<file path="src/rtl/array_linked_list_engine_defines.svh">
// assertion macros shared by the list engine rtl
`ifndef ARRAY_LINKED_LIST_ENGINE_DEFINES_SVH
`define ARRAY_LINKED_LIST_ENGINE_DEFINES_SVH

// check holds in the same cycle as cond
`define ALLE_ASSERT_NOW(label, cond, check, msg) \
   label: assert property (@(posedge clock) disable iff (reset) (cond) |-> (check)) \
      else $error(msg);

// check holds in the cycle after cond
`define ALLE_ASSERT_NEXT(label, cond, check, msg) \
   label: assert property (@(posedge clock) disable iff (reset) (cond) |=> (check)) \
      else $error(msg);

`endif

</file>
<file path="src/rtl/alle_pkg.sv">
// types and codes of the array linked list engine
package alle_pkg;

   localparam logic [2:0] MODE_INS_AFTER  = 3'd0;
   localparam logic [2:0] MODE_INS_BEFORE = 3'd1;
   localparam logic [2:0] MODE_DELETE     = 3'd2;
   localparam logic [2:0] MODE_COMPACT    = 3'd3;
   localparam logic [2:0] MODE_READ       = 3'd4;

   localparam logic [1:0] STATUS_OK         = 2'd0;
   localparam logic [1:0] STATUS_BAD_ANCHOR = 2'd1;
   localparam logic [1:0] STATUS_FULL       = 2'd2;
   localparam logic [1:0] STATUS_BAD_TARGET = 2'd3;

   typedef struct packed {
      logic [7:0]         result_slot;
      logic [1:0]         status;
      logic signed [31:0] read_value;
      logic [7:0]         read_next;
      logic [7:0]         read_prev;
      logic [7:0]         item_count;
   } rsp_type;

   typedef enum logic [19:0] {
      ST_IDLE     = 20'h00001,
      ST_RD1      = 20'h00002,
      ST_RD_ANC   = 20'h00004,
      ST_RD_FREE  = 20'h00008,
      ST_RD_SUCC  = 20'h00010,
      ST_WR_I1    = 20'h00020,
      ST_WR_I2    = 20'h00040,
      ST_WR_I3    = 20'h00080,
      ST_RD_P     = 20'h00100,
      ST_RD_Q     = 20'h00200,
      ST_WR_D1    = 20'h00400,
      ST_WR_D2    = 20'h00800,
      ST_WR_D3    = 20'h01000,
      ST_WALK_CHK = 20'h02000,
      ST_WALK_RD  = 20'h04000,
      ST_COPY_CHK = 20'h08000,
      ST_COPY_WR  = 20'h10000,
      ST_HEAD     = 20'h20000,
      ST_CLEAR    = 20'h40000,
      ST_DONE     = 20'h80000
   } state_type;

endpackage

</file>
<file path="src/rtl/alle_rsp_buf.sv">
// output register of the result channel
module alle_rsp_buf
   import alle_pkg::*;
(
   input  logic               clock,
   input  logic               reset,
   input  logic               load,
   input  rsp_type            load_data,
   output logic               ready,
   output logic               rsp_valid,
   input  logic               rsp_stall,
   output logic [7:0]         rsp_result_slot,
   output logic [1:0]         rsp_status,
   output logic signed [31:0] rsp_read_value,
   output logic [7:0]         rsp_read_next,
   output logic [7:0]         rsp_read_prev,
   output logic [7:0]         rsp_item_count
);

   logic    valid_ff, valid_in;
   rsp_type data_ff;

   assign ready    = !valid_ff || !rsp_stall;
   assign valid_in = load || (valid_ff && rsp_stall);

   always_ff @(posedge clock) begin
      if (reset) begin
         valid_ff <= 1'b0;
      end else begin
         valid_ff <= valid_in;
      end
      if (load) begin
         data_ff <= load_data;
      end
   end

   assign rsp_valid       = valid_ff;
   assign rsp_result_slot = data_ff.result_slot;
   assign rsp_status      = data_ff.status;
   assign rsp_read_value  = data_ff.read_value;
   assign rsp_read_next   = data_ff.read_next;
   assign rsp_read_prev   = data_ff.read_prev;
   assign rsp_item_count  = data_ff.item_count;

endmodule

</file>
<file path="config.mk">
export PLATFORM = sky130hd
export DESIGN_NAME = alle_rsp_buf
export DESIGN_NICKNAME = d
export VERILOG_FILES = /design/src/rtl/array_linked_list_engine_defines.svh /design/src/rtl/alle_pkg.sv /design/src/rtl/alle_rsp_buf.sv
export SDC_FILE = /design/constraint.sdc
export NUM_CORES = 1
export LEC_CHECK = 0
export BUFFER_PORTS_ARGS = -buffer_cell sky130_fd_sc_hd__clkbuf_2
export CAP_MARGIN = 30
export CORE_UTILIZATION = 36
export CTS_CLUSTER_DIAMETER = 60
export DETAILED_ROUTE_END_ITERATION = 8
export MAX_ROUTING_LAYER = met4
export PLACE_DENSITY = 0.82
export SLEW_MARGIN = 10
export SYNTH_ARGS = -nofsm -noshare
export SYNTH_HDL_FRONTEND = slang
export SYNTH_SLANG_ARGS = --single-unit
</file>
<file path="constraint.sdc">
create_clock -name clock -period 0.8 [get_ports clock]
set_input_delay 0.08 -clock clock [delete_from_list [all_inputs] [get_ports clock]]
set_output_delay 0.08 -clock clock [all_outputs]
set_load 0.05 [all_outputs]
</file>
==> impl_summary.txt <==
----------------------------------------------------
[Status]
  Status ... finished, violations left
  Violated checks ... setup timing

[Yosys]
  Post-synth EDFFs ... 66
  Library cell with the highest instance count after synthesis ... sky130_fd_sc_hd__edfxtp_1
  Library cell occupying the most area in the post-synthesis netlist ... sky130_fd_sc_hd__edfxtp_1
  Top cell type's share of synthesized area ... 98.4%
  Yosys warning count ... 0
  Synth cell types ... 5
  Net Count, Synth ... 140
  Post-synthesis instance area ... ~2000 um2
  Synth area leaders ... sky130_fd_sc_hd__edfxtp_1 (98%), sky130_fd_sc_hd__dfxtp_1 (0.99%), sky130_fd_sc_hd__a21oi_1 (0.25%)
  Avg Inst Size Synth ... 28.8 um2
  Synth top cells by count ... sky130_fd_sc_hd__edfxtp_1 (66), sky130_fd_sc_hd__a21oi_1 (1), sky130_fd_sc_hd__dfxtp_1 (1), sky130_fd_sc_hd__nand2_1 (1), sky130_fd_sc_hd__nor2_1 (1)
  Sequential-to-total area share from yosys stat ... between 90% and 100%
  Ys async rst share ... 0%
  Post-synthesis cell count ... 70
  Yosys reg bits ... 67
  Synth Flop Type ... sky130_fd_sc_hd__edfxtp_1

[Critical path]
  Data arrival time of the worst path ... around 940 ps
  Startpoint of the lowest-slack register-to-register path ... rsp_valid$_SDFF_PP0_
  Worst path slowest cell ... sky130_fd_sc_hd__edfxtp_1
  Data required time at the worst endpoint ... 720 ps
  Category of the worst setup path launch point ... flop
  Capturing element type of the critical path ... output pin
  Critical path start-end classification ... reg2out
  Crit-path leading delay family ... flip-flops
  Capture point of the worst reg-to-reg path ... rsp_valid$_SDFF_PP0_
  Ordered cell list for the critical path ... clkbuf_8
  Critical-path maximum fanout ... 1
  CP Buf/Inv Count ... 1
  Worst stage delay on the critical path ... about 420 ps
  Reg2Reg Setup Slack ... 80 ps
  Worst reg-to-reg path cell count ... 2

[Clocking]
  Max Buffers Root-to-Sink ... 2
  CTS Root Buffer Type ... sky130_fd_sc_hd__clkbuf_8
  Clock slew at the register clock pins of the worst setup and hold paths ... 70 ps
  Cts bufs inserted ... 9
  Clock tree from TritonCTS ... yes
  Sink count of the clock tree ... 67
  CTS H-Tree Depth ... 3
  Skew-Pair Late Insertion Delay ... 320 ps

[STA]
  Finish-stage setup viols ... between 60 and 70
  Transition time of the tightest slew-check pin ... between 150 and 200 ps
  Final hold violation count ... 0
  Clock tree skew after final layout ... 0 ps
  Max-slew violation total from the final report ... 0
  Post-route minimum period ... slightly above 1000 ps
  Tightest slew margin relative to the limit ... about nine tenths
  Final cycle utilization of the critical path ... 128%
  Setup repair after global routing missed its margin ... true
  Worst-case setup margin in the final layout ... -221 ps
  Peak Freq ... roughly 980 MHz

[Floorplanning]
  Height of the die ... 76.8 um
  Die width ... ~77 um
  Number of top-level pins ... around 140
  Area of the core ... roughly 5200 um2
  Initial Util ... 38.5%
  Number of cell rows ... 26
  Die area ... between 5000 and 6000 um2

[Finish]
  # diodes ... 0
  Number of standard cells in the final layout excluding fillers ... ~360
  Area growth from synthesis to layout ... 114%
  Final-layout fill cell count ... between 200 and 300
  Share of post-route cells with drive strength above 1 ... between 50% and 60%
  Net count of the finished layout ... 358
  Core utilization of the finished layout ... between 80 and 90%

[Hold path]
  Worst Hold Path EP ... rsp_result_slot[0]$_DFFE_PP_
  Hold path start ... load
  Worst Hold Depth ... 1
  HP Class ... in2reg

[Drt]
  Antenna Violating Nets Remaining ... 0
  Iteration-0 DRC Markers ... 70
  Via count ... ~1,600
  First-pass iteration count of the detailed router ... 4
  Post-detailed-route wirelength per cell ... ~18 um
  Via density ... roughly 4.3
  Total wire length ... between 6000 and 7000 um
  Final routed DRC violation total ... 0

[Global route]
  Total gr overflow ... 0
  Total routing resource utilization after global routing ... between 20% and 30%
  Initial antenna violation count ... 0
  Largest net degree at the start of global routing ... 32
  First-pass GRT wire length ... between 9000 and 10,000 um
  Via count of the first global-routing pass ... 1,784

[Power]
  Power after layout ... around 9000 uW
  Power density over cell area ... ~2000 nW/um2
  Worst vdd rail ir drop ... ~1.5 mV
  Leak Pwr ... 0.00183 uW

[Run]
  Max-cap check violation count ... 0

[Placed design]
  Total of buffers placed on input and output ports ... 137
  Placed insts ... 280
  RD Place Congestion ... around 0.62
  HPWL after detailed placement ... ~3000 um

----------------------------------------------------
## layout by cell type (no fill, tap or decap)
| cell | count |
|---|---|
| sky130_fd_sc_hd__clkbuf_16 | 1 |
| sky130_fd_sc_hd__clkinv_1 | 2 |
| sky130_fd_sc_hd__buf_2 | 1 |
| sky130_fd_sc_hd__clkinv_2 | 2 |
| sky130_fd_sc_hd__edfxtp_1 | 66 |
| sky130_fd_sc_hd__clkbuf_8 | 51 |
| sky130_fd_sc_hd__dfxtp_4 | 1 |
| sky130_fd_sc_hd__nor2_1 | 1 |
| sky130_fd_sc_hd__a21oi_1 | 1 |
| sky130_fd_sc_hd__clkbuf_2 | 68 |
| sky130_fd_sc_hd__buf_8 | 25 |
| sky130_fd_sc_hd__dlygate4sd3_1 | 67 |
| sky130_fd_sc_hd__nand2_4 | 1 |
| sky130_fd_sc_hd__clkbuf_1 | 3 |
| sky130_fd_sc_hd__buf_12 | 2 |
| sky130_fd_sc_hd__buf_4 | 1 |
## routing by layer
layer	part of all wire, %	routed length, um	track usage, %
met5	0	0	-
met4	1.7	111	9.42
met3	5.7	361	6.55
met2	58	3680	42.5
met1	35	2210	22.9
## where the power goes
group	switching (uW)	internal, uW
Combinational	1270	981
Sequential	153	4170
Clock	1150	1100
Total	2570	6250
## timing repair
item / in CTS / in global routing
setup buffers: 0 / 0
pin swaps: 0 / 1
endpoints found under the hold margin: 67 / 0
endpoints found under the setup margin: 68 / 68
resized for setup: 138 / 25
hold buffers: 67 / 0
## state kept, by name (all words and copies together) (netlist names)
| signal | count |
|---|---|
| rsp_valid | 1 |
| rsp_result_slot | 8 |
| rsp_status | 2 |
| rsp_read_next | 8 |
| rsp_item_count | 8 |
| rsp_read_value | 32 |
| rsp_read_prev | 8 |
## cell type report
class                   instances  area [um2]  area share, %
repair buffers                207        2040           47.4
flip-flops and latches         67        2010           46.6
clock buffers                  12         135           3.14
well taps                      70        87.6           2.03
multi-input cells               3        20.0          0.465
clock inverters                 4        17.5          0.407
## worst register-to-register path, delay by kind of cell, from the launching register on
kind / cells / cell delay (ps)
simple gates: 1 / 70
flops: 1 / 360
compound gates: 1 / 180
## cells by family (layout without fill, tap and decap cells)
group / count (synthesis) / count (layout) / synth area share, %
buffers and inverters: 0 / 223 / 0
AO/OA/AOI/OAI: 1 / 1 / 0.248
flip-flops: 67 / 67 / 99.4
AND/OR/NAND/NOR: 2 / 2 / 0.372
## how the worst max path moves through the flow
stage / startpoint / end / slack, ps / cells past startpoint
after floorplan: rsp_valid$_SDFF_PP0_ / ready / 50 / 1
after global placement: load / rsp_result_slot[2]$_DFFE_PP_ / 30 / 2
after detailed placement: load / rsp_read_value[16]$_DFFE_PP_ / 10 / 2
after CTS: rsp_read_value[26]$_DFFE_PP_ / rsp_read_value[26] / -210 / 1
after global routing: rsp_read_value[10]$_DFFE_PP_ / rsp_read_value[10] / -260 / 1
final: rsp_result_slot[6]$_DFFE_PP_ / rsp_result_slot[6] / -220 / 1
## stage by stage
stage | hold slack, ps | worst slack, ps | area, um2 | setup TNS, ps
3_5_place_dp | 241 | 13.8 | 2840 | 0
2_1_floorplan | 145 | 49.1 | 2020 | 0
4_1_cts | 51.9 | -214 | 4280 | -12730
5_1_grt | 49.2 | -260 | 4310 | -14970
6_report | 60.9 | -221 | 4310 | -12130
3_3_place_gp | 230 | 31.1 | 2840 | 0
Power figures use the tool's default switching activity.
